`config.mk`:
```
export PLATFORM = sky130hd
export DESIGN_NAME = itf_cell
export DESIGN_NICKNAME = d
export VERILOG_FILES = /design/src/rtl/assert_macros.svh /design/src/rtl/itf_pkg.sv /design/src/rtl/itf_cell.sv
export SDC_FILE = /design/constraint.sdc
export NUM_CORES = 1
export LEC_CHECK = 0
export BUFFER_PORTS_ARGS = -buffer_cell sky130_fd_sc_hd__buf_4
export CAP_MARGIN = 20
export CORE_AREA = 4 4 41 43
export DETAILED_ROUTE_END_ITERATION = 10
export DIE_AREA = 0 0 45 47
export PLACE_DENSITY = 0.59
export SLEW_MARGIN = 20
export SYNTH_ARGS = -nofsm -noshare
export SYNTH_HDL_FRONTEND = slang
export SYNTH_SLANG_ARGS = --single-unit
```
`constraint.sdc`:
```
create_clock -name clk -period 0.9 [get_ports clk]
set_input_delay 0.18 -clock clk [delete_from_list [all_inputs] [get_ports clk]]
set_output_delay 0.18 -clock clk [all_outputs]
set_load 0.01 [all_outputs]
```
`src/rtl/assert_macros.svh`:
```
// Assertion macros shared by the digit generator and the top level.
`ifndef ASSERT_MACROS_SVH
`define ASSERT_MACROS_SVH

// Property checked on every clock edge outside reset.
`define ASSERT_ON(label, prop, msg) \
  label: assert property (@(posedge clk) disable iff (!rst_n) (prop)) else $error(msg);

// Antecedent in one cycle implies consequent in the next, outside reset.
`define ASSERT_NEXT(label, ante, cons, msg) \
  label: assert property (@(posedge clk) disable iff (!rst_n) (ante) |=> (cons)) else $error(msg);

`endif

```
`src/rtl/itf_pkg.sv`:
```
// Shared constants, types and functions for the integer-to-text field core.
package itf_pkg;

  localparam int MAX_WIDTH_DEF = 16;
  localparam int VALUE_W       = 32;
  localparam int FW_W          = 5;
  localparam int OP_W          = 2;
  localparam int CHAR_W        = 7;

  // Format codes; the high bit selects hex, so code three also acts as hex.
  localparam logic [OP_W-1:0] OP_UDEC    = 2'd0;
  localparam logic [OP_W-1:0] OP_SDEC    = 2'd1;
  localparam logic [OP_W-1:0] OP_HEX     = 2'd2;
  localparam logic [OP_W-1:0] OP_HEX_ALT = 2'd3;

  localparam logic [CHAR_W-1:0] CH_SPACE = 7'h20;
  localparam logic [CHAR_W-1:0] CH_MINUS = 7'h2D;
  localparam logic [CHAR_W-1:0] CH_ZERO  = 7'h30;
  localparam logic [CHAR_W-1:0] CH_A     = 7'h41;

  // ceil(2^35 / 10): floor(x * RECIP10 / 2^35) == x / 10 for all 32-bit x
  localparam logic [VALUE_W-1:0] RECIP10 = 32'hCCCC_CCCD;
  localparam int RECIP10_SHIFT = 35;

  typedef struct packed {
    logic load;       // take a new operand
    logic step;       // emit one character, right to left
    logic last_slot;  // current position is field position 0
  } itf_gen_ctl_t;

  typedef struct packed {
    logic push;  // shift toward the right end, new char enters cell 0
    logic pop;   // shift toward cell 0
  } itf_cell_ctl_t;

  function automatic logic [CHAR_W-1:0] digit_char(input logic [3:0] d);
    logic [CHAR_W-1:0] c;
    if (d < 4'd10) begin
      c = CH_ZERO + CHAR_W'(d);
    end else begin
      c = CH_A + CHAR_W'(d - 4'd10);
    end
    return c;
  endfunction

endpackage

```
`src/rtl/itf_cell.sv`:
```
// One character cell of the field shift chain.
module itf_cell (
  input  logic                         clk,
  input  itf_pkg::itf_cell_ctl_t       ctl,
  input  logic [itf_pkg::CHAR_W-1:0]   left_char,
  input  logic [itf_pkg::CHAR_W-1:0]   right_char,
  output logic [itf_pkg::CHAR_W-1:0]   char_q
);

  logic [itf_pkg::CHAR_W-1:0] char_r;
  logic [itf_pkg::CHAR_W-1:0] char_nxt;

  always_comb begin
    priority if (ctl.push) begin
      char_nxt = left_char;
    end else if (ctl.pop) begin
      char_nxt = right_char;
    end else begin
      char_nxt = char_r;
    end
  end

  always_ff @(posedge clk) begin
    char_r <= char_nxt;
  end

  assign char_q = char_r;

endmodule

```
==> flow_metrics.py <==
metrics = {
    "synth": {
        "ys_types": 4,
        "synth_seq_area_share_pct": 63.2,
        "synth_largest_area_cell": "edfxtp_1",
        "synth_edf_count": 7,
        "syn_area_sq_um": 333,
        "synthTopCellsByArea": "edfxtp_1 (63%), mux2_4 (32%), buf_6 (3.4%)",
        "synth_flop_cell": "edfxtp_1",
        "syn_inst": 16,
        "postSynth.asyncResetShare_pct": 0,
        "syn-num-nets": 33,
        "synth_top_area_share_pct": 63.2,
        "postSynthAreaPerCell_sq_um": 20.8,
        "netlist_top_cells_count": "edfxtp_1 (7), mux2_4 (7), buf_6 (1), or2_1 (1)",
        "ys_warn_count": 0,
        "synth-seq-cells": 7,
    },
    "cts": {
        "cts.htree.levels": 1,
        "cts_root_buf": "clkbuf_4",
        "cts_setup_buffers": 0,
        "cts_tree": "yes",
        "max-clock-path-buffers": 2,
        "cts_buffers": 3,
        "cts_hold_buf": 0,
        "clk_pin_slew_ps": 50,
        "clock-sinks": 7,
    },
    "route": {
        "vias_per_cell": 3.98,
        "via_count": 227,
        "drc": 0,
        "drtAntennaViolNets": 0,
        "routed_wl_um": 619,
        "wl_per_cell_um": 10.9,
        "first_pass_iters": 1,
        "drt_iter0_markers": 0,
    },
    "global_route": {
        "antenna_found_initial": 0,
        "grt_usage_pct": 6.30,
        "grt_pass1_vias": 237,
        "grt_max_degree": 9,
        "grt_pass1_wl_um": 807,
        "grt.overflow.total": 0,
    },
    "worst_setup_path": {
        "worstSetupPathDepth": 1,
        "crit_path_top_delay_cell": "edfxtp_1",
        "critPathMaxStageDelay_ps": 380,
        "endpoint": "char_q[0]",
        "path_delay_family": "flip-flops",
        "startpoint": "char_q[0]",
        "worst-path-max-fanout": 1,
        "arrival_ps": 750,
        "path_cells": "buf_6",
        "start_kind": "register",
        "required_ps": 720,
        "path_class": "register to output pin",
        "endpoint_kind": "output pin",
        "critPathBufInv": 1,
    },
    "sta": {
        "maxSlewViolCount": 0,
        "min_period_over_period_pct": 103,
        "max_slew_margin_pct": 81.4,
        "hold_violations": 0,
        "whs_ps": 236,
        "tns_ps": -184,
        "period_needed_ps": 931,
        "worstMarginPinSlew_ps": 279,
        "max_freq_ghz": 1.07,
        "fin_ws_ps": -31.2,
        "rsz0062_at_grt": "yes",
        "setup_viol": 7,
    },
    "floorplanning": {
        "fp.dieW_um": 45,
        "io_pins": 24,
        "die_h_um": 47,
        "rows": 13,
        "coreArea_sq_um": 1300,
        "start_util_pct": 25.6,
        "die_area_sq_um": 2120,
    },
    "status": {
        "status": "finished, violations left",
        "violations": "setup timing",
    },
    "layout": {
        "drive_above_1_share_pct": 78.6,
        "area_growth_pct": 68.8,
        "finalNonFillerCells": 57,
        "fillers": 129,
        "num-nets-final": 60,
        "diodes": 0,
        "largest_reg_flops": 7,
    },
    "placed_design": {
        "io_buffers": 23,
        "globalplace.congestion": 0.609,
        "dp.cells": 53,
    },
    "power_and_ir_drop": {
        "power_uw": 881,
        "powerDensity_nw_per_um2": 1570,
        "ir_drop_mv": 0.445,
        "leakagePower_nw": 0.264,
    },
    "hold_path": {
        "hold_path.class": "input port to register",
    },
    "job": {
        "max_cap_viol_count": 0,
    },
}
==> power breakdown <==
group	switching (mW)	internal (mW)
Combinational	0.0567	0.139
Clock	0.102	0.168
Sequential	0.0139	0.402
Total	0.172	0.709
==> layout make-up <==
type | instances | area (sq um) | area share, %
Sequential cell | 7 | 210 | 37.4
Timing Repair Buffer | 23 | 195 | 34.7
Multi-Input combinational cell | 8 | 111 | 19.8
Clock buffer | 4 | 26.3 | 4.68
Tap cell | 15 | 18.8 | 3.34
==> layout by cell type (no fill, tap or decap) <==
master	instances
buf_4	17
buf_6	6
clkbuf_1	1
clkbuf_4	3
edfxtp_1	7
mux2_4	7
or2_1	1
==> stage by stage <==
step | instance area [sq um] | setup WS (ps) | utilization [%]
floorplan | 333 | 8.37 | -
global placement | 513 | -62.0 | 39.4
detailed placement | 513 | -80.0 | 39.4
CTS | 551 | -52.4 | 42.3
global route | 562 | -74.8 | 43.2
finish | 562 | -31.2 | 43.2
==> worst min path at each step <==
stage	startpoint	to	cells after the start
4_1_cts	left_char[0]	char_q[0]	2
3_5_place_dp	left_char[0]	char_q[0]	2
2_1_floorplan	left_char[0]	char_q[0]	1
5_1_grt	left_char[4]	char_q[4]	2
6_report	left_char[0]	char_q[0]	2
3_3_place_gp	left_char[0]	char_q[0]	2
==> timing repair <==
action | in CTS | in global routing
resized for setup | 3 | 3
endpoints found under the setup margin | 7 | 7
pin swaps | 0 | 0
hold endpoints to repair | 0 | 0
==> layer usage <==
| layer | routed length [um] | global-route usage (%) | up-vias |
|---|---|---|---|
| met3 | 65 | 1.53 | 2 |
| met5 | 0 | 0 | - |
| met4 | 19 | 12.3 | 0 |
| li1 | - | - | 112 |
| met1 | 198 | 4.21 | 97 |
| met2 | 336 | 10.2 | 16 |
==> cell families (layout without fill, tap and decap cells) <==
family | Yosys count | after routing | share of synthesized area, %
buffers and inverters | 1 | 27 | 3.38
and+or+nand+nor | 1 | 1 | 1.88
DFF | 7 | 7 | 63.2
muxes | 7 | 7 | 31.6
Note: power is estimated with default switching activity, not from simulation.
